--- src/rtl/bpit_pkg.sv ---
// ----------------------------------------------------------------------------
// bpit_pkg
// Shared types and constants for the barycentric point-in-triangle test.
// ----------------------------------------------------------------------------
package bpit_pkg;

  localparam int CoordBits      = 24;
  localparam int PointTagBits   = 20;
  localparam int TriTagBits     = 16;
  localparam int LambdaBits     = 32;
  localparam int LambdaFracBits = 30;
  localparam int QuotBits       = 34;
  localparam int DiffBits       = CoordBits + 1;
  localparam int ProdBits       = 2 * DiffBits;
  localparam int MagBits        = 2 * CoordBits + 3;
  localparam int DetBits        = MagBits + 1;
  localparam int FrontStages    = 5;
  localparam int PipeLatency    = FrontStages + QuotBits + 1;

  typedef struct packed {
    logic signed [CoordBits-1:0] point_x;
    logic signed [CoordBits-1:0] point_y;
    logic signed [CoordBits-1:0] vertex1_x;
    logic signed [CoordBits-1:0] vertex1_y;
    logic signed [CoordBits-1:0] vertex2_x;
    logic signed [CoordBits-1:0] vertex2_y;
    logic signed [CoordBits-1:0] vertex3_x;
    logic signed [CoordBits-1:0] vertex3_y;
    logic [PointTagBits-1:0]     point_tag;
    logic [TriTagBits-1:0]       triangle_tag;
  } req_t;

  typedef struct packed {
    logic                         inside_res;
    logic                         degenerate;
    logic signed [LambdaBits-1:0] lambda_one;
    logic signed [LambdaBits-1:0] lambda_two;
    logic signed [LambdaBits-1:0] lambda_three;
    logic [PointTagBits-1:0]      point_tag_out;
    logic [TriTagBits-1:0]        triangle_tag_out;
  } res_t;

  typedef struct packed {
    logic                    valid;
    logic                    degenerate;
    logic                    inside_res;
    logic [2:0]              neg;
    logic [PointTagBits-1:0] point_tag;
    logic [TriTagBits-1:0]   triangle_tag;
  } side_t;

endpackage

--- src/rtl/bpit_div_cell.sv ---
// ----------------------------------------------------------------------------
// bpit_div_cell
// One quotient bit of restoring division for the three lanes.
// ----------------------------------------------------------------------------
module bpit_div_cell #(
  parameter int K    = 0,
  parameter int REMW = bpit_pkg::MagBits + 1 + bpit_pkg::QuotBits
) (
  input  logic                              clk,
  input  logic                              rst,
  input  bpit_pkg::side_t                   side_in,
  input  logic [REMW-1:0]                   rem_in [3],
  input  logic [bpit_pkg::QuotBits-1:0]     q_in [3],
  input  logic [bpit_pkg::MagBits:0]        div_in,
  output bpit_pkg::side_t                   side,
  output logic [REMW-1:0]                   rem [3],
  output logic [bpit_pkg::QuotBits-1:0]     q [3],
  output logic [bpit_pkg::MagBits:0]        div
);

  localparam int QB = bpit_pkg::QuotBits;

  logic [REMW-1:0] shifted;
  logic [2:0]      ge;

  always_comb begin
    shifted = REMW'(div_in) << K;
    for (int i = 0; i < 3; i++) begin
      ge[i] = rem_in[i] >= shifted;
    end
  end

  always_ff @(posedge clk) begin
    side <= rst ? '0 : side_in;
    div  <= div_in;
    for (int i = 0; i < 3; i++) begin
      rem[i] <= ge[i] ? rem_in[i] - shifted : rem_in[i];
      q[i]   <= q_in[i] | (QB'(ge[i]) << K);
    end
  end

endmodule

--- config.mk ---
export PLATFORM = sky130hd
export DESIGN_NAME = bpit_div_cell
export DESIGN_NICKNAME = d
export VERILOG_FILES = /design/src/rtl/bpit_pkg.sv /design/src/rtl/bpit_div_cell.sv
export SDC_FILE = /design/constraint.sdc
export NUM_CORES = 1
export LEC_CHECK = 0
export BUFFER_PORTS_ARGS = -buffer_cell sky130_fd_sc_hd__buf_2
export CELL_PAD_IN_SITES_DETAIL_PLACEMENT = 0
export CELL_PAD_IN_SITES_GLOBAL_PLACEMENT = 1
export CORE_AREA = 8 8 352 354
export DETAILED_ROUTE_END_ITERATION = 7
export DIE_AREA = 0 0 360 362
export PLACE_DENSITY_LB_ADDON = 0.1
export SETUP_SLACK_MARGIN = 0.3
export SYNTH_ARGS = -nofsm -noshare
export SYNTH_HDL_FRONTEND = slang
export SYNTH_SLANG_ARGS = --single-unit
export TNS_END_PERCENT = 10
--- constraint.sdc ---
create_clock -name clk -period 3 [get_ports clk]
set_input_delay 0.15 -clock clk [delete_from_list [all_inputs] [get_ports clk]]
set_output_delay 0.15 -clock clk [all_outputs]
set_load 0.005 [all_outputs]
==> results.sh, run 1 <==
export IMPL_rsz0062_at_grt="yes"
export IMPL_start_util_pct=19.75
export IMPL_cp_start_kind="input port"
export IMPL_grt_max_degree=72
export IMPL_crit_path_end_kind="flip-flop"
export IMPL_min_period_over_period_pct=93.18
export IMPL_setup_viol=0
export IMPL_htreeDepth=2
export IMPL_hp_class="in2reg"
export IMPL_wl_um=142000
export IMPL_io_pins=910
export IMPL_yosys_warnings=0
export IMPL_vdd_ir_drop_max_v=0.0004127
export IMPL_synthDistinctLibCells=81
export IMPL_die_width_um=360
export IMPL_syn_avg_cell_area_um2=8.481
export IMPL_final_hold_viol_count=5
export IMPL_layout_min_cycle_time_ns=2.796
export IMPL_area_growth_pct=87.69
export IMPL_clockBufferDepth=3
export IMPL_intPower_mw=14.64
export IMPL_port_buffers=909
export IMPL_place_area_um2=36180
export IMPL_drt_pass1_iterations=5
export IMPL_status="finished with violations"
export IMPL_drive_above_1_share_pct=41.39
export IMPL_antenna_left=0
export IMPL_path_class="in2reg"
export IMPL_ys_seq_elements=454
export IMPL_synth_edf_count=0
export IMPL_p_sw_mw=6.453
export IMPL_final_core_util_pct=37.06
export IMPL_dieArea_um2=130300
export IMPL_routed_via_density=4.312
export IMPL_synth_fp_nets=3379
export IMPL_clk_pin_slew_ns=0.06
export IMPL_netSwitchingFraction_pct=30.59
export IMPL_cts_root_buf="clkbuf_16"
export IMPL_drtIter0Drc=1145
export IMPL_grt_overflow_total=0
export IMPL_slew_headroom_pct=41.31
export IMPL_whs_ns=-0.3785
export IMPL_wl_per_cell_um=21.69
export IMPL_p_leak_nw=20.43
export IMPL_cts_tree="yes"
export IMPL_fin_nets=5548
export IMPL_antenna_found_initial=47
export IMPL_arrival_ns=3.39
export IMPL_numCtsBuffers=61
export IMPL_gp_congestion=0.8550
export IMPL_grt_pass1_wl_um=202100
export IMPL_max_freq_ghz=0.3577
export IMPL_ys_seq_area_share_pct=38.77
export IMPL_p_clk_share_pct=37.0
export IMPL_grt_pass1_vias=29980
export IMPL_grt_usage_pct=20.60
export IMPL_cp_max_fo=8
export IMPL_die_h_um=362
export IMPL_power_total_mw=21.09
export IMPL_ys_async_sr_fraction_pct=0
export IMPL_pwr_share_seq_pct=33.0
export IMPL_coreArea_um2=118700
export IMPL_p_per_area_nw_per_um2=479.5
export IMPL_rows=127
export IMPL_failed_checks="negative hold slack"
export IMPL_tightest_slew_ns=0.8693
export IMPL_drc=0
export IMPL_mappedNetlistArea_um2=23440
export IMPL_cts_sink_count=454
export IMPL_synthFlopType="dfxtp_1"
export IMPL_final_area_um2=44000
export IMPL_syn_inst=2764
export IMPL_hpwl_um=119600
export IMPL_pre_cts_ws_ns=-0.7757
export IMPL_slew_violations=0
export IMPL_maxCapViolations=0
export IMPL_via_count=28230
export IMPL_tns_ns=0
export IMPL_worstPathRequired_ns=3.59
export IMPL_most_common_layout_cells="buf_2, buf_4, dlygate4sd3_1"
export IMPL_layout_commonest_cell="buf_2"
export IMPL_setup_slack_ns=0.2045
export IMPL_fillerInstances=12510
export IMPL_combPwrFrac_pct=30.1
[worst max-delay path: stages]
cell and delay [ns]:
dlygate4sd3_1 0.56, buf_2 0.15, or3_1 0.35, or4_4 0.46, o41ai_4 0.23, nor4_2 0.09, and2_4 0.16, and2_4 0.15
or4_4 0.67, nor3_4 0.23, xor2_1 0.16
[path summary, 6_finish.rpt]
kind / from / end / cells after the start
worst max-delay path: rem_in[171] / rem[171] / 11
worst min-delay path: div_in[0] / div[0] / 1
[registers in the layout (all words and copies together) (netlist names)]
| name | count |
|---|---|
| q | 102 |
| side | 42 |
| div | 52 |
| rem | 258 |
[area by class of cell]
cell class                      instances  area [µm²]  share of cell area, %
Clock inverter                         32       456.7                  1.038
Multi-Input combinational cell       2075       14320                  32.55
Inverter                              107       450.4                  1.024
Sequential cell                       454        9089                  20.66
Clock buffer                           77        1677                  3.811
Antenna cell                           19       47.55                 0.1081
Timing Repair Buffer                 2234       16020                  36.41
Tap cell                             1548        1937                  4.402
[cells in the mapped netlist, drive strengths merged, types with 6 or more instances]
| library cell | n | share of area (%) |
|---|---|---|
| ha | 156 | 8.3 |
| o2111ai | 6 | 0.22 |
| o21ai | 198 | 4.2 |
| nor2 | 201 | 3.2 |
| nand3b | 9 | 0.29 |
| or2 | 13 | 0.35 |
| nor3 | 66 | 1.4 |
| o211ai | 12 | 0.38 |
| buf | 17 | 0.38 |
| or4 | 22 | 0.74 |
| inv | 107 | 1.7 |
| a21o | 85 | 2.7 |
| a211o | 6 | 0.22 |
| clkbuf | 111 | 1.8 |
| nor2b | 69 | 1.8 |
| nand3 | 46 | 1.0 |
| nand2b | 18 | 0.48 |
| nor4 | 42 | 1.3 |
| or3 | 29 | 0.80 |
| o21bai | 39 | 1.2 |
| and2 | 8 | 0.23 |
| o21a | 29 | 0.93 |
| nand2 | 285 | 4.6 |
| a21boi | 6 | 0.19 |
| mux2 | 16 | 0.77 |
| a21oi | 246 | 5.3 |
| o221ai | 6 | 0.22 |
| nand4 | 82 | 2.2 |
| a211oi | 19 | 0.63 |
| xnor2 | 117 | 4.4 |
| xor2 | 127 | 4.7 |
| and4 | 6 | 0.22 |
| a31oi | 19 | 0.51 |
| o31ai | 11 | 0.35 |
| dfxtp | 454 | 39 |
| o31a | 6 | 0.22 |
[through the flow]
stage	cells	hold WS [ns]
finish	6546	-0.3785
global route	6536	-0.4195
CTS	6507	-0.3369
detailed placement	5933	0.2539
global placement	5933	0.2524
floorplan	2764	0.1777
[timing repair]
action	4_1_cts	5_1_grt
cloned	0	1
pin swaps	8	32
resized for setup	39	120
buffers inserted	6	18
endpoints found under the setup margin	130	171
hold endpoints to repair	454	6
hold buffers	459	1
[routing by layer]
| layer | global-route usage [%] | wire length, µm | vias up |
|---|---|---|---|
| met3 | 4.412 | 7126 | 189 |
| met4 | 4.598 | 3362 | 12 |
| met5 | 0 | 88 | - |
| met1 | 24.06 | 58910 | 13140 |
| met2 | 38.37 | 72480 | 721 |
| li1 | - | - | 14160 |
[kinds of logic after synthesis]
group | synth area share [%]
AND/OR/NAND/NOR | 19.53
XOR/XNOR | 9.117
flip-flops | 38.77
multiplexers | 0.7686
buffers and inverters | 3.870
AO/OA/AOI/OAI | 19.36
adder cells (fa/ha/maj) | 8.583
[power by group through the flow]
stage / Clock [mW] / Sequential (mW) / Combinational [mW]
5_1_grt: 8.29 / 7.02 / 6.91
3_3_place_gp: 0 / 7.07 / 5.82
3_5_place_dp: 0 / 7.08 / 5.76
6_report: 7.80 / 6.95 / 6.34
2_1_floorplan: 0 / 7.15 / 2.11
4_1_cts: 8.08 / 6.96 / 6.33
No activity file was read; power rests on OpenSTA's default activity.
==> run 2, diff against run 1 <==
--- a/config.mk
+++ b/config.mk
@@ -12,7 +12,7 @@
 export DETAILED_ROUTE_END_ITERATION = 7
 export DIE_AREA = 0 0 360 362
 export PLACE_DENSITY_LB_ADDON = 0.1
-export SETUP_SLACK_MARGIN = 0.3
+export SETUP_SLACK_MARGIN = 0.05
 export SYNTH_ARGS = -nofsm -noshare
 export SYNTH_HDL_FRONTEND = slang
 export SYNTH_SLANG_ARGS = --single-unit
==> run 2 against run 1 <==
Clock power is 2% higher. Critical path depth up 5. The flow finishes with violations (negative hold slack, negative setup slack). Highest routed layer unchanged. Critical endpoint is now rem[151]. Sequential power about the same.
==> results.sh, run 2 (same netlist as run 1, synthesis figures left out) <==
export IMPL_status="finished with violations"
export IMPL_failed_checks="negative hold slack, negative setup slack"
export IMPL_drt_pass1_iterations=5
export IMPL_wl_um=141600
export IMPL_timing_critical_path_from="div_in[15]"
export IMPL_hpwl_um=120200
export IMPL_cp_common_cell="buf_4"
export IMPL_final_hold_viol_count=6
export IMPL_drc=0
export IMPL_stdcell_count=6540
export IMPL_layout_min_cycle_time_ns=3.048
export IMPL_max_freq_ghz=0.3280
export IMPL_p_leak_nw=20.51
export IMPL_fin_nets=5542
export IMPL_worstPathRequired_ns=3.60
export IMPL_slew_violations=0
export IMPL_top_register="rem"
export IMPL_slew_headroom_pct=48.53
export IMPL_port_buffers=909
export IMPL_cpMaxStageDelayCell="or4_4"
export IMPL_die_h_um=362
export IMPL_most_common_layout_cells="buf_2, buf_4, dlygate4sd3_1"
export IMPL_cts_root_buf="clkbuf_16"
export IMPL_setup_slack_ns=-0.04836
export IMPL_io_pins=910
export IMPL_whs_ns=-0.2762
export IMPL_largest_register_ffs=258
export IMPL_fillerInstances=12540
export IMPL_grt_usage_pct=20.65
export IMPL_start_util_pct=19.75
export IMPL_dp_cells=5919
export IMPL_die_width_um=360
export IMPL_layout_commonest_cell="buf_2"
export IMPL_grt_max_degree=83
export IMPL_antenna_left=0
export IMPL_antenna_found_initial=36
export IMPL_cp_start_kind="input port"
export IMPL_tightest_slew_ns=0.7623
export IMPL_cts_tree="yes"
export IMPL_hp_class="in2reg"
export IMPL_p_per_area_nw_per_um2=484.7
export IMPL_vdd_ir_drop_max_v=0.0004294
export IMPL_cp_endpoint="rem[151]"
export IMPL_cts_sink_count=454
export IMPL_routed_via_density=4.311
export IMPL_place_area_um2=35910
export IMPL_arrival_ns=3.65
export IMPL_grt_pass1_wl_um=202000
export IMPL_rows=127
export IMPL_cp_max_fo=5
export IMPL_final_area_um2=43830
export IMPL_drive_above_1_share_pct=40.53
export IMPL_reg_top3="rem: 258 flops, q: 102 flops, div: 52 flops"
export IMPL_maxCapViolations=0
export IMPL_cp_slowest_stage_delay_ns=0.59
export IMPL_wl_per_cell_um=21.65
export IMPL_area_growth_pct=86.98
export IMPL_clk_pin_slew_ns=0.06
export IMPL_via_count=28190
export IMPL_tns_ns=-0.1505
export IMPL_final_core_util_pct=36.92
export IMPL_rsz0062_at_grt="yes"
export IMPL_gp_congestion=0.8528
export IMPL_htreeDepth=2
export IMPL_min_period_over_period_pct=101.6
export IMPL_dieArea_um2=130300
export IMPL_setup_viol=5
export IMPL_numCtsBuffers=60
export IMPL_drtIter0Drc=1225
export IMPL_path_class="in2reg"
export IMPL_grt_pass1_vias=29800
export IMPL_clockBufferDepth=3
export IMPL_crit_path_end_kind="flip-flop"
export IMPL_grt_overflow_total=0
export IMPL_coreArea_um2=118700
export IMPL_crit_chain="buf_2 -> inv_1 -> ha_1 -> buf_4 -> nand2_1 -> nor4_4 -> buf_4 -> nand3_4 -> o41ai_4 -> nor4_4 -> and2_4 -> and2_4 -> or4_4 -> buf_4 -> nor3_4 -> xor2_1"
-- run 2: cell count changes in the layout (fill, tap and decap cells not counted), moves of 6 or more --
cell,change
a21oi_2,-7
buf_6,+7
buf_4,-20
dlygate4sd3_1,+20
ha_2,-6
inv_1,+11
a21oi_1,+6
ha_1,+9
clkinv_2,-6
buf_12,-13
-- run 2: worst min path at each step --
stage                           from      end  cells after the start
after detailed placement    q_in[53]    q[53]                      1
final                      rem_in[0]   rem[0]                      3
after global placement      q_in[24]    q[24]                      1
after CTS                 div_in[10]  div[10]                      1
after global routing       rem_in[0]   rem[0]                      3
after floorplan            div_in[0]   div[0]                      0
-- run 2: through the flow --
| stage | power (mW) | setup WS (ns) |
|---|---|---|
| finish | 21.24 | -0.04836 |
| global route | 22.41 | -0.1256 |
| CTS | 21.56 | 0.0003946 |
| detailed placement | 12.88 | -1.014 |
| global placement | 12.93 | -1.072 |
| floorplan | 9.244 | -0.01825 |
-- run 2: cell type report --
class | instances | area (µm²) | area share [%]
Timing Repair Buffer | 2229 | 15890 | 36.25
Clock buffer | 74 | 1674 | 3.820
Sequential cell | 454 | 9089 | 20.74
Clock inverter | 37 | 523.0 | 1.193
Tap cell | 1548 | 1937 | 4.419
Inverter | 107 | 416.7 | 0.9506
Multi-Input combinational cell | 2075 | 14260 | 32.54
Antenna cell | 16 | 40.04 | 0.09135
-- run 2: where the power goes --
| part | total, mW | leakage (nW) | internal (mW) | switching (mW) |
|---|---|---|---|---|
| Combinational | 6.36 | 15.6 | 3.16 | 3.20 |
| Clock | 7.92 | 1.06 | 4.77 | 3.15 |
| Sequential | 6.96 | 3.83 | 6.74 | 0.220 |
| Total | 21.2 | 20.5 | 14.7 | 6.57 |
-- run 2: worst max-delay path, delay by kind of cell --
family | cells | cell delay (ns)
AO/OA/AOI/OAI | 1 | 0.43
AND/OR/NAND/NOR | 8 | 1.77
XOR/XNOR | 1 | 0.15
adder cells (fa/ha/maj) | 1 | 0.36
buffers and inverters | 5 | 0.76
-- run 2: layer usage --
layer  part of all wire [%]  vias up  track usage [%]
met1                     42    13170            24.65
li1                       -    14170                -
met3                    4.1      161            3.595
met5                  0.044        -                0
met2                     51      682            38.59
met4                    2.1       10            4.262
-- run 2: what timing repair did --
item / CTS / global route
setup endpoints to repair: 105 / 170
hold buffers: 473 / 10
endpoints found under the hold margin: 454 / 16
cloned: 0 / 0
gates resized for setup: 12 / 138
pin swaps: 0 / 44
buffers inserted: 0 / 12
==> run 3, diff against run 2 <==
--- a/config.mk
+++ b/config.mk
@@ -8,10 +8,11 @@
 export BUFFER_PORTS_ARGS = -buffer_cell sky130_fd_sc_hd__buf_2
 export CELL_PAD_IN_SITES_DETAIL_PLACEMENT = 0
 export CELL_PAD_IN_SITES_GLOBAL_PLACEMENT = 1
-export CORE_AREA = 8 8 352 354
+export CORE_AREA = 8 8 344 346
 export DETAILED_ROUTE_END_ITERATION = 7
-export DIE_AREA = 0 0 360 362
+export DIE_AREA = 0 0 352 354
 export PLACE_DENSITY_LB_ADDON = 0.1
+export REMOVE_ABC_BUFFERS = 1
 export SETUP_SLACK_MARGIN = 0.05
 export SYNTH_ARGS = -nofsm -noshare
 export SYNTH_HDL_FRONTEND = slang
==> constraint.sdc (replaced) <==
create_clock -name clk -period 3 [get_ports clk]
set_input_delay 0.6 -clock clk [delete_from_list [all_inputs] [get_ports clk]]
set_output_delay 0.6 -clock clk [all_outputs]
set_load 0.005 [all_outputs]
==> run 3 against run 2 <==
The run ends with negative setup slack left. Global-route usage rose by 0.35 points. Critical path depth fell by 1. Sequential cell count did not move. Critical path type unchanged. Largest power group unchanged.
==> results.sh, run 3 (same netlist as run 1, synthesis figures left out) <==
export IMPL_max_freq_ghz=0.3201
export IMPL_coreArea_um2=113100
export IMPL_drt_pass1_iterations=5
export IMPL_vdd_ir_drop_max_v=0.0004578
export IMPL_grtUsageMet1_pct=24.44
export IMPL_dp_cells=6008
export IMPL_clk_pin_slew_ns=0.06
export IMPL_maxCapViolations=0
export IMPL_fillerInstances=11790
export IMPL_top_register="rem"
export IMPL_largest_register_ffs=258
export IMPL_crit_chain="buf_2 -> clkinvlp_4 -> ha_4 -> buf_4 -> nand2_4 -> nor4_4 -> buf_4 -> nand3_4 -> o41ai_4 -> nor4_2 -> and2_4 -> and2_4 -> or4_4 -> a2111oi_4 -> xor2_1"
export IMPL_numCtsBuffers=59
export IMPL_status="finished with violations"
export IMPL_wl_per_cell_um=22.15
export IMPL_slew_headroom_pct=47.09
export IMPL_cp_max_fo=8
export IMPL_antenna_left=0
export IMPL_final_area_um2=43770
export IMPL_area_growth_pct=86.74
export IMPL_wl_um=140700
export IMPL_start_util_pct=20.73
export IMPL_cpMaxStageDelayCell="or4_4"
export IMPL_cp_slowest_stage_delay_ns=0.63
export IMPL_grt_max_degree=43
export IMPL_met3_usage_pct=5.447
export IMPL_tightest_slew_ns=0.7937
export IMPL_layout_min_cycle_time_ns=3.124
export IMPL_dieArea_um2=124600
export IMPL_path_class="in2reg"
export IMPL_grt_pass1_vias=28520
export IMPL_die_h_um=354
export IMPL_grt_usage_pct=21.00
export IMPL_antenna_found_initial=52
export IMPL_rows=124
export IMPL_failed_checks="negative setup slack"
export IMPL_reg_top3="rem: 258 flops, q: 102 flops, div: 52 flops"
export IMPL_place_area_um2=36720
export IMPL_crit_path_end_kind="flip-flop"
export IMPL_cts_sink_count=454
export IMPL_setup_slack_ns=-0.1244
export IMPL_globalRouteMet2Util_pct=36.95
export IMPL_whs_ns=0.04942
export IMPL_routed_via_density=4.334
export IMPL_via_count=27530
export IMPL_grt_busiest_layer="met2"
export IMPL_most_common_layout_cells="buf_4, buf_2, dfxtp_1"
export IMPL_cts_root_buf="clkbuf_16"
export IMPL_htreeDepth=2
export IMPL_slew_violations=0
export IMPL_gp_congestion=0.8697
export IMPL_grt_pass1_wl_um=196500
export IMPL_drive_above_1_share_pct=50.10
export IMPL_hpwl_um=118000
export IMPL_worstPathRequired_ns=3.60
export IMPL_drc=0
export IMPL_grt_overflow_total=0
export IMPL_die_width_um=352
export IMPL_fin_nets=5383
export IMPL_rsz0062_at_grt="yes"
export IMPL_port_buffers=909
export IMPL_setup_viol=32
export IMPL_p_per_area_nw_per_um2=492.2
export IMPL_stdcell_count=6353
export IMPL_cp_start_kind="input port"
export IMPL_hp_class="in2reg"
export IMPL_min_period_over_period_pct=104.1
export IMPL_final_hold_viol_count=0
export IMPL_layout_commonest_cell="buf_4"
export IMPL_arrival_ns=3.73
export IMPL_io_pins=910
export IMPL_drtIter0Drc=1219
export IMPL_cts_tree="yes"
export IMPL_clockBufferDepth=3
export IMPL_p_leak_nw=20.20
## run 3: cell count changes in the layout (fill, tap and decap cells not counted), moves of 23 or more
cell           before  now
buf_6              13   59
buf_4             817  968
ha_4               11   66
o21ai_1             8   31
o21ai_0           187  157
ha_1              142   82
a21oi_1           239  213
inv_1             104   69
dlygate4sd3_1     480  119
## run 3: worst paths after layout
path,endpoint,slack [ns],from,cells past startpoint
max,rem[163],-0.12,div_in[15],15
min,div[16],0.05,div_in[16],1
## run 3: power by group
group          internal [mW]  total [mW]  switching, mW
registers               6.74        6.95          0.214
clock network           4.89        8.06           3.17
logic                   3.27        6.53           3.26
## run 3: critical path: cells and delay by family
| family | cells | cell delay (ns) |
|---|---|---|
| AO/OA/AOI/OAI | 2 | 0.56 |
| adder cells (fa/ha/maj) | 1 | 0.33 |
| AND/OR/NAND/NOR | 7 | 1.43 |
| buffers and inverters | 4 | 0.63 |
| XOR/XNOR | 1 | 0.17 |
## run 3: cell type report
class,instances,area [µm²],area share (%)
Antenna cell,27,67.56,0.1543
Clock buffer,72,1615,3.690
Clock inverter,35,579.3,1.323
Inverter,107,498.0,1.138
Multi-Input combinational cell,2075,15730,35.94
Sequential cell,454,9089,20.76
Tap cell,1512,1892,4.322
Timing Repair Buffer,2071,14300,32.67
## run 3: repair_timing
item	CTS	global route
cloned	1	6
pin swaps	45	156
setup endpoints to repair	245	224
hold buffers	117	2
setup buffers	21	69
hold endpoints to repair	117	2
gates resized for setup	143	402
## run 3: routing by layer
layer / share of wire, % / wire, µm / vias up
met1: 42 / 58440 / 12760
met5: 0.095 / 133 / -
met2: 50 / 70010 / 692
met4: 3.3 / 4603 / 20
li1: - / - / 13850
met3: 5.3 / 7520 / 214
## run 3: metrics by stage
step | setup TNS [ns] | setup WS (ns) | power, mW | util, %
final | -1.735 | -0.1244 | 21.55 | 38.70
after global routing | -5.366 | -0.1772 | 22.69 | 38.69
after CTS | -15.00 | -0.1901 | 21.48 | 36.32
after detailed placement | -261.73 | -1.597 | 12.94 | 32.46
after global placement | -263.74 | -1.618 | 13.00 | 32.46
after floorplan | -471.01 | -3.205 | 9.213 | -
