==> config.mk <==
export PLATFORM = sky130hd
export DESIGN_NAME = bpit_pack
export DESIGN_NICKNAME = d
export VERILOG_FILES = /design/src/rtl/bpit_pkg.sv /design/src/rtl/bpit_pack.sv
export SDC_FILE = /design/constraint.sdc
export NUM_CORES = 1
export LEC_CHECK = 0
export ABC_AREA = 1
export BUFFER_PORTS_ARGS = -buffer_cell sky130_fd_sc_hd__buf_4
export CORE_MARGIN = 1
export CORE_UTILIZATION = 51
export CTS_BUF_LIST = sky130_fd_sc_hd__clkbuf_4
export CTS_CLUSTER_SIZE = 40
export DETAILED_ROUTE_END_ITERATION = 10
export PLACE_DENSITY = 0.83
export SLEW_MARGIN = 20
export SYNTH_ARGS = -nofsm -noshare
export SYNTH_HDL_FRONTEND = slang
export SYNTH_SLANG_ARGS = --single-unit
==> constraint.sdc <==
create_clock -name clk -period 1.45 [get_ports clk]
set_input_delay 0.0725 -clock clk [delete_from_list [all_inputs] [get_ports clk]]
set_output_delay 0.0725 -clock clk [all_outputs]
set_load 0.01 [all_outputs]
==> src/rtl/bpit_pkg.sv <==
// ----------------------------------------------------------------------------
// bpit_pkg
// Shared types and constants for the barycentric point-in-triangle test.
// ----------------------------------------------------------------------------
package bpit_pkg;

  localparam int CoordBits      = 24;
  localparam int PointTagBits   = 20;
  localparam int TriTagBits     = 16;
  localparam int LambdaBits     = 32;
  localparam int LambdaFracBits = 30;
  localparam int QuotBits       = 34;
  localparam int DiffBits       = CoordBits + 1;
  localparam int ProdBits       = 2 * DiffBits;
  localparam int MagBits        = 2 * CoordBits + 3;
  localparam int DetBits        = MagBits + 1;
  localparam int FrontStages    = 5;
  localparam int PipeLatency    = FrontStages + QuotBits + 1;

  typedef struct packed {
    logic signed [CoordBits-1:0] point_x;
    logic signed [CoordBits-1:0] point_y;
    logic signed [CoordBits-1:0] vertex1_x;
    logic signed [CoordBits-1:0] vertex1_y;
    logic signed [CoordBits-1:0] vertex2_x;
    logic signed [CoordBits-1:0] vertex2_y;
    logic signed [CoordBits-1:0] vertex3_x;
    logic signed [CoordBits-1:0] vertex3_y;
    logic [PointTagBits-1:0]     point_tag;
    logic [TriTagBits-1:0]       triangle_tag;
  } req_t;

  typedef struct packed {
    logic                         inside_res;
    logic                         degenerate;
    logic signed [LambdaBits-1:0] lambda_one;
    logic signed [LambdaBits-1:0] lambda_two;
    logic signed [LambdaBits-1:0] lambda_three;
    logic [PointTagBits-1:0]      point_tag_out;
    logic [TriTagBits-1:0]        triangle_tag_out;
  } res_t;

  typedef struct packed {
    logic                    valid;
    logic                    degenerate;
    logic                    inside_res;
    logic [2:0]              neg;
    logic [PointTagBits-1:0] point_tag;
    logic [TriTagBits-1:0]   triangle_tag;
  } side_t;

endpackage

==> src/rtl/bpit_pack.sv <==
// ----------------------------------------------------------------------------
// bpit_pack
// Sign, saturation and result register.
// ----------------------------------------------------------------------------
module bpit_pack (
  input  logic                          clk,
  input  logic                          rst,
  input  bpit_pkg::side_t               side,
  input  logic [bpit_pkg::QuotBits-1:0] q [3],
  output logic                          done,
  output bpit_pkg::res_t                result
);

  localparam int QB = bpit_pkg::QuotBits;
  localparam int LB = bpit_pkg::LambdaBits;

  logic [LB-1:0] lam [3];

  always_comb begin
    for (int i = 0; i < 3; i++) begin
      if (side.degenerate || q[i] == '0) begin
        lam[i] = '0;
      end else if (!side.neg[i]) begin
        lam[i] = (q[i] > QB'({1'b0, {(LB-1){1'b1}}})) ? {1'b0, {(LB-1){1'b1}}}
                                                      : q[i][LB-1:0];
      end else begin
        lam[i] = (q[i] > QB'({1'b1, {(LB-1){1'b0}}})) ? {1'b1, {(LB-1){1'b0}}}
                                                      : LB'(-q[i]);
      end
    end
  end

  always_ff @(posedge clk) begin
    result.inside_res       <= side.inside_res;
    result.degenerate       <= side.degenerate;
    result.lambda_one       <= lam[0];
    result.lambda_two       <= lam[1];
    result.lambda_three     <= lam[2];
    result.point_tag_out    <= side.point_tag;
    result.triangle_tag_out <= side.triangle_tag;
    done <= side.valid && !rst;
  end

endmodule

==> results.md, run 1 <==
- I/O Buffers: between 200 and 300
- Category of the worst endpoint: register data pin
- YS warnings: 0
- Post-Syn Nets: ~1,300
- Detailed placement HPWL: slightly below 20 mm
- Grt repair worst endpoint: result[92]$_SDFF_PP0_/D
- H-tree depth: 4
- Cell variety after synth: 32
- Status: aborted with a tool error
- Last stage: global routing
- Synth Area in Compound Gates: a little over an eighth
- Post-CTS sizing: 0
- Synthesized area per cell: around 6.7 µm²
- Multiplexer area fraction after synthesis: 0%
- Simple-Gate Fraction of Synth Area: approximately a third
- Total CTS buffers: 17
- Gp weighted congestion: just over 1
- Clk sink count: approximately 140
- Die H: 122.4 µm
- Synth Area in Adders: less than 1%
- Setup Fix Bufs, Post-CTS: 0
- Grt ovf: 24
- Main area contributors after synthesis: dfxtp_1, nand2_1, nor2_1, nand3_1, o21ai_0
- Largest net degree at the start of global routing: 32
- Synthesized flop and latch total: approximately 140
- Hold_buf cts: 139
- Syn Inst Count: 1,107
- Cell Area, Synth: 0.007397 mm²
- Synth top area share: a little over a third
- Initial Utilization: between 50% and 60%
- Error: [ERROR GRT-0232] Routing congestion too high. Check the congestion heatmap in the GUI.
- Register area share after synthesis: between 30% and 40%
- Total global-route track usage: 74.51%
- Root buffer cell: clkbuf_4
- I/O pin cnt: 281
- Site row count: between 40 and 50
- Synth Area in XOR/XNOR: under 10%
- Die Span X: 122.4 µm
- CTS max path bufs: 2
- Synth area leader: dfxtp_1
- Dpl ws: -0.1808 ns
- Largest family of logic cells by synthesized area: simple AND/OR/NAND/NOR gates
==> stage by stage <==
stage | hold slack [ns] | std cells | TNS [ns] | utilization [%] | cell area (µm²)
CTS | -0.1648 | 1823 | 0 | 87.53 | 12240
detailed placement | 0.1782 | 1653 | -5.521 | 75.32 | 10540
floorplan | 0.1002 | 1107 | 0 | - | 7397
global placement | 0.1767 | 1653 | -1.188 | 75.32 | 10540
==> kinds of logic after synthesis <==
family          after synthesis
fa+ha+maj                     3
simple gates                576
flops                       135
compound gates              197
xor+xnor                     40
buf+inv                     156
==> cells in the mapped netlist <==
cell      count
xor2_1       14
nand3_1     103
clkbuf_4      1
a21oi_1      89
inv_1       109
o21ai_2       1
buf_1         3
and2_1        4
o21ai_0     102
or2_2         7
xnor2_1      26
dfxtp_1     135
nand2_1     194
clkbuf_1     21
buf_2         7
nand3b_1     14
buf_8         1
nor3_1        4
nor4_1        1
nand2_4       5
and2_0        1
nor2_1      178
or2_1         1
nor2_4        6
buf_4         5
nand4_1      42
ha_1          3
o21ai_1       1
o21bai_1      4
buf_6         9
nor2_2        9
nand2_2       7
==> metal layers <==
metal  overflow  global-route usage, %
met2         11                  90.41
met3          0                  64.64
met5          0                  30.90
met1          0                  73.18
met4         13                  69.28
==> run 2: changes to the inputs <==
- CORE_UTILIZATION: 51 -> 40
- CTS_BUF_LIST: sky130_fd_sc_hd__clkbuf_4 -> unset
- CTS_CLUSTER_SIZE: 40 -> unset
- PLACE_DENSITY: 0.83 -> unset
- PLACE_DENSITY_LB_ADDON: unset -> 0.15
==> run 2 against run 1 <==
Effect of this change: the flow now finishes without violations; synthesized cell count did not move; area after synthesis did not move.
==> results.md, run 2 <==
- Status: finished clean
- Main area contributors after synthesis: dfxtp_1, nand2_1, nor2_1, nand3_1, o21ai_0
- Via count of the first global-routing pass: around 8,500
- Share of layout cells above drive strength 1: between 30% and 40%
- Final WS setup: ~0.075 ns
- H-tree depth: 4 (unchanged)
- Cell Area, Synth: 0.007397 mm² (unchanged)
- CP Launch Type: input pin
- Largest reg by FF count: result
- Synth top area share: 36.54% (unchanged)
- Syn Inst Count: 1,107 (unchanged)
- Synth area leader: dfxtp_1
- Leak: ~0.0058 µW
- Fin area: between 0.01 and 0.015 mm²
- Die H: 138.0 µm (+13%)
- Fill cells: between 1,500 and 2,000
- Non-filler cells, final: approximately 1,800
- Top-count cell post-synth: nand2_1
- Fin. max-slew vios: 0
- Most frequent cells in the layout: buf_4, nand2_1, nor2_1
- Worst setup EP type: flop
- Routed WL per cell: between 10 and 15 µm
- Dpl ws: -0.1880 ns (-0.007239 ns)
- Fin crit period: around 1.4 ns
- Largest net degree at the start of global routing: 33
- Worst-path clk slew: about 0.060 ns
- Synth Area in Compound Gates: 13.51% (unchanged)
- Peak supply drop: a little over 0.8 mV
- Max-cap violations: 0
- YS warnings: 0 (unchanged)
- Detailed placement HPWL: 20.57 mm (+4.1%)
- Grt ovf: 0
- Gp weighted congestion: 0.9890 (-3.6%)
- P&R area growth vs syn: 64.87%
- Total global-route track usage: between 20% and 30%
- Synth Area in XOR/XNOR: 4.736% (unchanged)
- CP arrival: between 1.5 and 2 ns
- Vias: 9,158
- CP Max Fanout: 12
- DR iter-0 viols: approximately 600
- Register area share after synthesis: 36.54% (unchanged)
- Final Setup Violations: 0
- Largest regs: result: 134 flops, done: 1 flops
- CTS max path bufs: 2 (unchanged)
- Synthesized flop and latch total: 135 (unchanged)
- Antenna Violating Nets Remaining: 0
- RSZ-0062 raised after global routing: false
- Worst endpoint required time: ~1.8 ns
- Global-route wire length before repair: a little over 40 mm
- FMAX: between 0.7 and 0.8 GHz
- Site row count: 49 (+14%)
- Util after Layout: just under 70%
- Most common cell after layout, fill and taps aside: buf_4
- Final wirelength: 27.50 mm
- DRT Pass-1 Iters: 5
- Final nets: between 1,500 and 2,000
- Synthesized area per cell: 6.682 µm² (unchanged)
- CORE AREA: ~0.018 mm²
- Tcrit/Tclk final: 94.84%
- HP Class: input pin to flop
- DP Area: 0.01087 mm² (+3.2%)
- Actual slew at the worst max-slew pin: 0.4168 ns
- Multiplexer area fraction after synthesis: 0% (unchanged)
- Commonest cells post-synth: nand2_1, nor2_1, dfxtp_1
- I/O pin cnt: 281 (unchanged)
- Total CTS buffers: 17 (unchanged)
- Die Span X: 138.0 µm (+13%)
- I/O Buffers: 280 (unchanged)
- Placed insts: 1,737 (+5.1%)
- Primary FF master, synth: dfxtp_1
- PwrDens: slightly below 900 mW/mm²
- FF+latch area: around 0.0027 mm²
- Die area: 0.01904 mm²
- Initial Utilization: 41.04% (-12 points)
- Via density: ~5
- Clk sink count: 135 (unchanged)
- Worst hold slack: 0.01051 ns
- Largest family of logic cells by synthesized area: simple AND/OR/NAND/NOR gates
- Synth Area in Adders: 0.5074% (unchanged)
- Post-synth EDFFs: 0 (unchanged)
- Multi-input combinational cell area: between 0.004 and 0.005 mm²
- Async set or reset register ratio after synthesis: 0% (unchanged)
- Largest register FFs: ~130
- Post-Syn Nets: 1,256 (unchanged)
- Simple-Gate Fraction of Synth Area: 35.30% (unchanged)
- Cell variety after synth: 32 (unchanged)
- DRC: 0
- Root buffer cell: clkbuf_16
- Setup CP Type: input pin to flop
- Final hold violation count: 0
- Worst relative slew slack: 72.18%
- TritonCTS clock tree: done
- Antenna violations before repair: 1
## run 2: cell counts after synthesis
Identical to the previous run, type by type.
## run 2: cell type report
| cell class | count | area share, % |
|---|---|---|
| Clock inverter | 13 | 1.590 |
| Sequential cell | 135 | 22.16 |
| Inverter | 109 | 3.355 |
| Clock buffer | 18 | 3.519 |
| Antenna cell | 1 | 0.02052 |
| Multi-Input combinational cell | 816 | 32.81 |
| Timing Repair Buffer | 517 | 34.20 |
| Tap cell | 229 | 2.349 |
## run 2: cell families after synthesis
family	Yosys count
AO/OA/AOI/OAI	197
AND/OR/NAND/NOR	576
flip-flops	135
buffers and inverters	156
XOR/XNOR	40
adder cells (fa/ha/maj)	3
## run 2: timing repair
item / 4_1_cts / 5_1_grt
hold buffers: 68 / 1
buffers inserted: 0 / 0
endpoints found under the setup margin: 0 / 14
resized for setup: 0 / 2
endpoints found under the hold margin: 65 / 1
## run 2: per-stage QoR
stage / total power [µW] / setup TNS [ns]
finish: 10770 / 0
global route: 11240 / 0
CTS: 10820 / 0
detailed placement: 6053 / -6.862
global placement: 6039 / -2.604
floorplan: 4848 / 0
## run 2: final timing paths
kind	cells after the start	startpoint	slack (ns)	end
hold / removal	3	q[4]	0.01	result[40]
setup / recovery	9	q[99]	0.07	result[124]
## run 2: per-layer routing
metal  global-route usage (%)  share of wire [%]  vias up
met5                        0                  0        -
met4                    13.22                3.5        0
met3                    5.738                7.3       57
met2                    48.31                 48      387
met1                    33.21                 42     4120
li1                         -                  -     4594
## run 2: where the power goes
group / internal (µW) / leakage (µW) / switching, µW / total (µW)
logic: 1110 / 0.00434 / 1040 / 2150
registers: 3940 / 0.00113 / 70.8 / 4010
clock network: 2890 / 0.000302 / 1720 / 4610
## run 2: worst max-delay path, stage by stage
cell,delay (ns)
dlygate4sd3_1,0.54
buf_4,0.15
nand2_1,0.09
nand2_1,0.12
nor3_1,0.16
nand4_1,0.16
nand2_2,0.14
buf_6,0.17
a21oi_1,0.08
Note: power is estimated with default switching activity, not from simulation.
==> run 3: changes to the inputs <==
- REMOVE_ABC_BUFFERS: unset -> 1
==> run 3 against run 2 <==
Effect of this change: setup slack worse by 0.041 ns; cell area up 0.60%; die area unchanged; critical path depth unchanged; maximum frequency down 2.9%; largest power group unchanged; sequential share of layout area down 0.13 points; via count up 1.2%; sequential power about the same; sequential cell count unchanged; first-iteration DRC count up 2.7%; non-clock buffer count down 6; power down 1.7%.
==> results.md, run 3 (synthesized netlist as in run 2, its figures left out) <==
- Status: finished clean
- DRT Pass-1 Iters: 7 (+2)
- Fill cells: 1,487 (-4.4%)
- CP Max Fanout: 6 (-6)
- Multi-input combinational cell area: 0.004081 mm² (+2.0%)
- Final nets: 1,739 (-0.34%)
- DR iter-0 viols: 615 (+2.7%)
- Diodes inserted: 0 (-1)
- Total CTS buffers: 17 (unchanged)
- CP Launch Type: input pin
- Hold Crit Start: q[45]
- CORE AREA: 0.01802 mm² (unchanged)
- Site row count: 49 (unchanged)
- DRC: 0 (unchanged)
- Worst setup EP type: flop
- Share of layout cells above drive strength 1: 32.31% (+0.35 points)
- Placed insts: 1,721 (-0.92%)
- CP arrival: 1.75 ns (+0.07 ns)
- Fin area: 0.01227 mm² (+0.60%)
- Via density: 5.059 (+1.5%)
- Final Setup Violations: 0 (unchanged)
- FMAX: 0.7062 GHz (-2.9%)
- Die Span X: 138.0 µm (unchanged)
- Antenna violations before repair: 0 (-1)
- DP Area: 0.01075 mm² (-1.1%)
- Via count of the first global-routing pass: 8,364 (-2.0%)
- Largest regs: result: 134 flops, done: 1 flops
- Largest register FFs: 134 (unchanged)
- Most common cell after layout, fill and taps aside: buf_4
- Peak supply drop: 0.7852 mV (-2.8%)
- Fin. max-slew vios: 0 (unchanged)
- Final WS setup: 0.03392 ns (-0.04085 ns)
- Worst relative slew slack: 74.69% (+2.5 points)
- Worst endpoint required time: 1.79 ns (+0.04 ns)
- Vias: 9,268 (+1.2%)
- Final hold violation count: 0 (unchanged)
- FF+latch area: 0.002703 mm² (unchanged)
- Tcrit/Tclk final: 97.66% (+2.8 points)
- HP Class: input pin to flop
- Non-filler cells, final: 1,832 (-0.33%)
- Grt ovf: 0 (unchanged)
- Total global-route track usage: 27.97% (-0.093 points)
- P&R area growth vs syn: 65.85%
- H-tree depth: 4 (unchanged)
- Antenna Violating Nets Remaining: 0 (unchanged)
- Worst hold slack: 0.01486 ns (+0.004354 ns)
- TritonCTS clock tree: done
- Endpoint of the worst hold path: result[79]
- Largest reg by FF count: result
- Routed WL per cell: 15.00 µm (+0.26%)
- Fin crit period: 1.416 ns (+0.04085 ns)
- Initial Utilization: 41.04% (unchanged)
- Detailed placement HPWL: 19.55 mm (-4.9%)
- Setup CP Type: input pin to flop
- I/O pin cnt: 281 (unchanged)
- Largest net degree at the start of global routing: 33 (unchanged)
- Actual slew at the worst max-slew pin: 0.3782 ns (-0.03860 ns)
- Leak: 0.005750 µW (-0.31%)
- Die H: 138.0 µm (unchanged)
- Gp weighted congestion: 0.9672 (-2.2%)
- Min-Delay Path Depth: 4 (+1)
- I/O Buffers: 280 (unchanged)
- Die area: 0.01904 mm² (unchanged)
- Clk sink count: 135 (unchanged)
- Final wirelength: 27.48 mm (about the same)
- Global-route wire length before repair: 41.61 mm (+0.53%)
- CTS max path bufs: 2 (unchanged)
- Max-cap violations: 0 (unchanged)
- PwrDens: 863.0 mW/mm² (-2.3%)
- Worst-path clk slew: 0.06 ns (about the same)
- Root buffer cell: clkbuf_16
- Most frequent cells in the layout: buf_4, nand2_1, nor2_1
- Dpl ws: -0.1294 ns (+0.05855 ns)
[run 3: cell count changes in the layout (fill, tap and decap cells not counted), moves of 3 or more]
cell           change
a21oi_1            -3
a21oi_2            +3
buf_4             -15
bufinv_16          -3
clkbuf_16          +3
dlygate4sd3_1      +7
inv_8              +6
nand2_1            -3
nand3_1            -3
nor2_1             -3
[run 3: final cells by class]
class	instances	area share, %
clock buffer	18	3.580
clock inverter	14	1.265
inverter	109	3.355
multi-input combinational	816	33.27
sequential	135	22.03
tap	229	2.336
timing repair buffer	511	34.17
[run 3: worst max-delay path by stage]
stage | start | endpoint | cells after the start
5_1_grt | q[98] | result[122] | 9
6_report | q[98] | result[122] | 9
2_1_floorplan | q[32] | result[67] | 7
3_3_place_gp | q[34] | result[96] | 14
4_1_cts | q[59] | result[96] | 12
3_5_place_dp | q[68] | result[124] | 11
[run 3: power breakdown]
part           total (µW)  internal, µW  switching (µW)
combinational        2180          1120            1060
clock                4400          2500            1910
sequential           4010          3930            74.0
total               10600          7550            3040
[run 3: worst max-delay path: stages]
cell,delay (ns)
dlygate4sd3_1,0.62
inv_4,0.11
nand3_4,0.09
nor3_4,0.18
nand2_2,0.08
nand2_4,0.16
clkbuf_16,0.17
nand3_1,0.09
a21oi_1,0.18
[run 3: routing by layer]
| layer | up-vias | global-route usage (%) | routed length, µm | share of wire [%] |
|---|---|---|---|---|
| met4 | 0 | 11.35 | 706 | 2.6 |
| met5 | - | 0 | 0 | 0 |
| met1 | 4208 | 36.93 | 11800 | 43 |
| met2 | 433 | 45.11 | 12880 | 47 |
| li1 | 4572 | - | - | - |
| met3 | 55 | 4.605 | 2092 | 7.6 |
[run 3: repair_timing]
item	4_1_cts	5_1_grt
endpoints found under the hold margin	71	0
setup buffers	0	1
endpoints found under the setup margin	0	59
resized for setup	0	23
hold buffers	76	0
[run 3: stage by stage]
stage	TNS, ns	util (%)	power, µW
global route	-0.04405	68.06	11020
CTS	0	67.17	10610
detailed placement	-7.668	59.66	6023
floorplan	-20.22	-	4762
global placement	-3.710	59.66	6005
finish	0	68.06	10590
==> run 4: changes to the inputs <==
- ABC_AREA: 1 -> unset
- CELL_PAD_IN_SITES_DETAIL_PLACEMENT: unset -> 0
- CELL_PAD_IN_SITES_GLOBAL_PLACEMENT: unset -> 2
- CORE_UTILIZATION: 40 -> 26
- PLACE_DENSITY: unset -> 0.78
- PLACE_DENSITY_LB_ADDON: 0.15 -> unset
==> run 4 against run 3 <==
Effect of this change: count of clock-buffer cells in the layout down 1; core utilization down 12 points; largest power group unchanged; the run now ends with setup timing left; sequential power about the same; routed wire length down 1.5%; die area up 27%; non-clock buffer count up 97; sequential share of layout area down 0.83 points; sequential cell count unchanged.
==> results.md, run 4 <==
- Largest register FFs: 134 (unchanged)
- CP Max Fanout: 8 (+2)
- CP arrival: 2.23 ns (+0.48 ns)
- Clock network power share: 42.2% (+0.6 points)
- Synth top area share: 43.96% (+7.4 points)
- Vias: 8,158 (-12%)
- DR iter-0 viols: 344 (-44%)
- Detailed placement HPWL: 18.89 mm (-3.4%)
- HP Class: input pin to flop
- Largest net degree at the start of global routing: 30 (-9.1%)
- Final WS setup: -0.4308 ns (-0.4647 ns)
- End of the critical path: result[46]
- Final hold violation count: 0 (unchanged)
- Actual slew at the worst max-slew pin: 0.4222 ns (+0.04402 ns)
- Final nets: 1,480 (-15%)
- Reg power frac: 36.5% (-1.3 points)
- PwrDens: 862.4 mW/mm² (about the same)
- Worst hold slack: 0.02099 ns (+0.006132 ns)
- Fin area: 0.01275 mm² (+3.9%)
- Via count of the first global-routing pass: 7,936 (-5.1%)
- FMAX: 0.5317 GHz (-25%)
- Worst endpoint required time: 1.80 ns (about the same)
- M2 GR Usage: 36.71% (-8.4 points)
- Crit path depth: 8 (-1)
- Routed WL per cell: 16.33 µm (+8.9%)
- I/O Buffers: 280 (unchanged)
- Final Setup Violations: 78 (+78)
- P&R area growth vs syn: 107.4%
- Synthesized area per cell: 8.253 µm² (+24%)
- Largest reg by FF count: result
- Synthesized flop and latch total: 135 (unchanged)
- Register area share after synthesis: 43.96% (+7.4 points)
- DRC: 0 (unchanged)
- Cell Chain, Critical Path: buf_6 > or4_4 > nor4_4 > a41oi_4 > or3_4 > buf_6 > or3_1 > a31oi_1
- Die H: 155.8 µm (+13%)
- Post-synth EDFFs: 0 (unchanged)
- Die Span X: 155.8 µm (+13%)
- Crit path max-delay family: simple AND/OR/NAND/NOR gates
- CP Launch Type: input pin
- Worst-path clk slew: 0.07 ns (about the same)
- Root buffer cell: clkbuf_16
- Most frequent cells in the layout: buf_4, dfxtp_1, nor2_1
- Most used cell, CP: buf_6
- Site row count: 55 (+12%)
- DRT Pass-1 Iters: 4 (-3)
- Peak supply drop: 0.5055 mV (-36%)
- Initial Utilization: 26.83% (-14 points)
- Fin crit period: 1.881 ns (+0.4647 ns)
- Failing checks: setup timing
- I/O pin cnt: 281 (unchanged)
- Most common cell after layout, fill and taps aside: buf_4
- Final wirelength: 27.05 mm (-1.5%)
- Fin. max-slew vios: 0 (unchanged)
- Diodes inserted: 0 (unchanged)
- Total CTS buffers: 17 (unchanged)
- Worst relative slew slack: 71.45% (-3.2 points)
- Async set or reset register ratio after synthesis: 0% (unchanged)
- CORE AREA: 0.02292 mm² (+27%)
- Antenna violations before repair: 0 (unchanged)
- Met3 GRT Util: 3.028% (-1.6 points)
- Max-cap violations: 0 (unchanged)
- Setup crit start: q[24]
- Worst setup EP type: flop
- Met1 Track Usage GR: 26.83% (-10 points)
- Crit path buf inv count: 2 (-1)
- Switching power: 3112 µW (+2.5%)
- Antenna Violating Nets Remaining: 0 (unchanged)
- YS warnings: 0 (unchanged)
- Syn Inst Count: 745 (-33%)
- Commonest cells post-synth: dfxtp_1, nor2_1, nand2_1
- Crit-path max cell delay: 0.56 ns (-0.06 ns)
- Sw Share: 28.31% (-0.36 points)
- Via density: 4.923 (-2.7%)
- Status: finished, violations left
- Largest regs: result: 134 flops, done: 1 flops
- Internal: 7882 µW (+4.4%)
- Setup CP Type: input pin to flop
- Tcrit/Tclk final: 129.7% (+32 points)
- Die area: 0.02427 mm² (+27%)
- TritonCTS clock tree: done
- CTS max path bufs: 2 (unchanged)
- Global-route wire length before repair: 41.01 mm (-1.4%)
- Gp weighted congestion: 0.8690 (-10%)
- H-tree depth: 4 (unchanged)
- Synth area leader: dfxtp_1
- RSZ-0062 raised after global routing: true
- Top-count cell post-synth: dfxtp_1
- Primary FF master, synth: dfxtp_1
- Cell Area, Synth: 0.006148 mm² (-17%)
- Total global-route track usage: 21.40% (-6.6 points)
- Most Crowded Layer GR: met2
- Leak: 0.005527 µW (-3.9%)
- Clk sink count: 135 (unchanged)
- Grt ovf: 0 (unchanged)
- CP max-delay cell: or4_4
- Main area contributors after synthesis: dfxtp_1, nor2_1, a31oi_1, a311oi_1, nand2_1
- Combinational share of power: 21.3% (+0.7 points)
- DP Area: 0.01014 mm² (-5.7%)
- Cell variety after synth: 59 (+84%)
- Share of layout cells above drive strength 1: 51.19% (+19 points)
[run 4: cell types whose count changed in the layout (fill, tap and decap cells not counted), sizes merged, moves of 23 or more]
cell / delta
nand2: -145
nor4: +24
nand4: -35
a311oi: +28
o21ai: -69
buf: +102
inv: -91
or3: +23
nor2: -95
nor3: +37
a21oi: -46
nand3: -83
a31oi: +55
xnor2: -24
[run 4: worst min-delay path by stage]
stage / start / endpoint / slack (ns) / cells past startpoint
after CTS: q[44] / result[78] / 0.002 / 3
after global routing: q[8] / result[44] / 0.02 / 4
after global placement: side[28] / result[28] / 0.18 / 1
after detailed placement: side[31] / result[31] / 0.18 / 1
after floorplan: side[0] / result[0] / 0.10 / 0
final: q[8] / result[44] / 0.02 / 4
[run 4: layout make-up]
class | count | area (µm²)
multi-input cells | 551 | 3923
inverters | 18 | 67.56
repair buffers | 608 | 5037
flip-flops and latches | 135 | 2703
clock buffers | 17 | 425.4
clock inverters | 15 | 202.7
fillers | 2115 | 10170
well taps | 313 | 391.6
[run 4: cells by family after synthesis]
group,synth area share [%]
flip-flops,43.96
XOR/XNOR,0.4274
AND/OR/NAND/NOR,25.34
adder cells (fa/ha/maj),0.6106
multiplexers,0.1628
buffers and inverters,3.927
AO/OA/AOI/OAI,25.58
[run 4: through the flow]
step | setup TNS, ns | instances | total power (µW) | setup slack (ns) | utilization [%]
after floorplan | -75.90 | 704 | 4602 | -1.425 | -
after global placement | -62.81 | 1515 | 5955 | -0.8978 | 44.26
final | -14.49 | 1657 | 10990 | -0.4308 | 55.64
after global routing | -19.34 | 1657 | 11490 | -0.4954 | 55.64
after detailed placement | -62.53 | 1515 | 5960 | -0.9347 | 44.26
after CTS | -11.26 | 1640 | 11000 | -0.3935 | 53.03
[run 4: routing by layer]
metal | wire, µm | part of all wire [%]
met3 | 1182 | 4.4
met4 | 669 | 2.5
met2 | 13570 | 50
met5 | 0 | 0
met1 | 11630 | 43
[run 4: repair_timing]
action                                 in CTS  in global routing
endpoints found under the hold margin      73                  0
buffers inserted                           19                 18
gates cloned                                4                  3
pin swaps                                  37                 46
hold buffers                               72                  0
setup endpoints to repair                  92                 89
gates resized for setup                    90                107
[run 4: power by group through the flow]
stage	Clock [µW]	Combinational [µW]	Sequential, µW
after floorplan	0	400	4200
after global placement	0	1860	4090
after detailed placement	0	1870	4090
after CTS	4790	2200	4010
after global routing	4950	2510	4030
final	4640	2340	4010
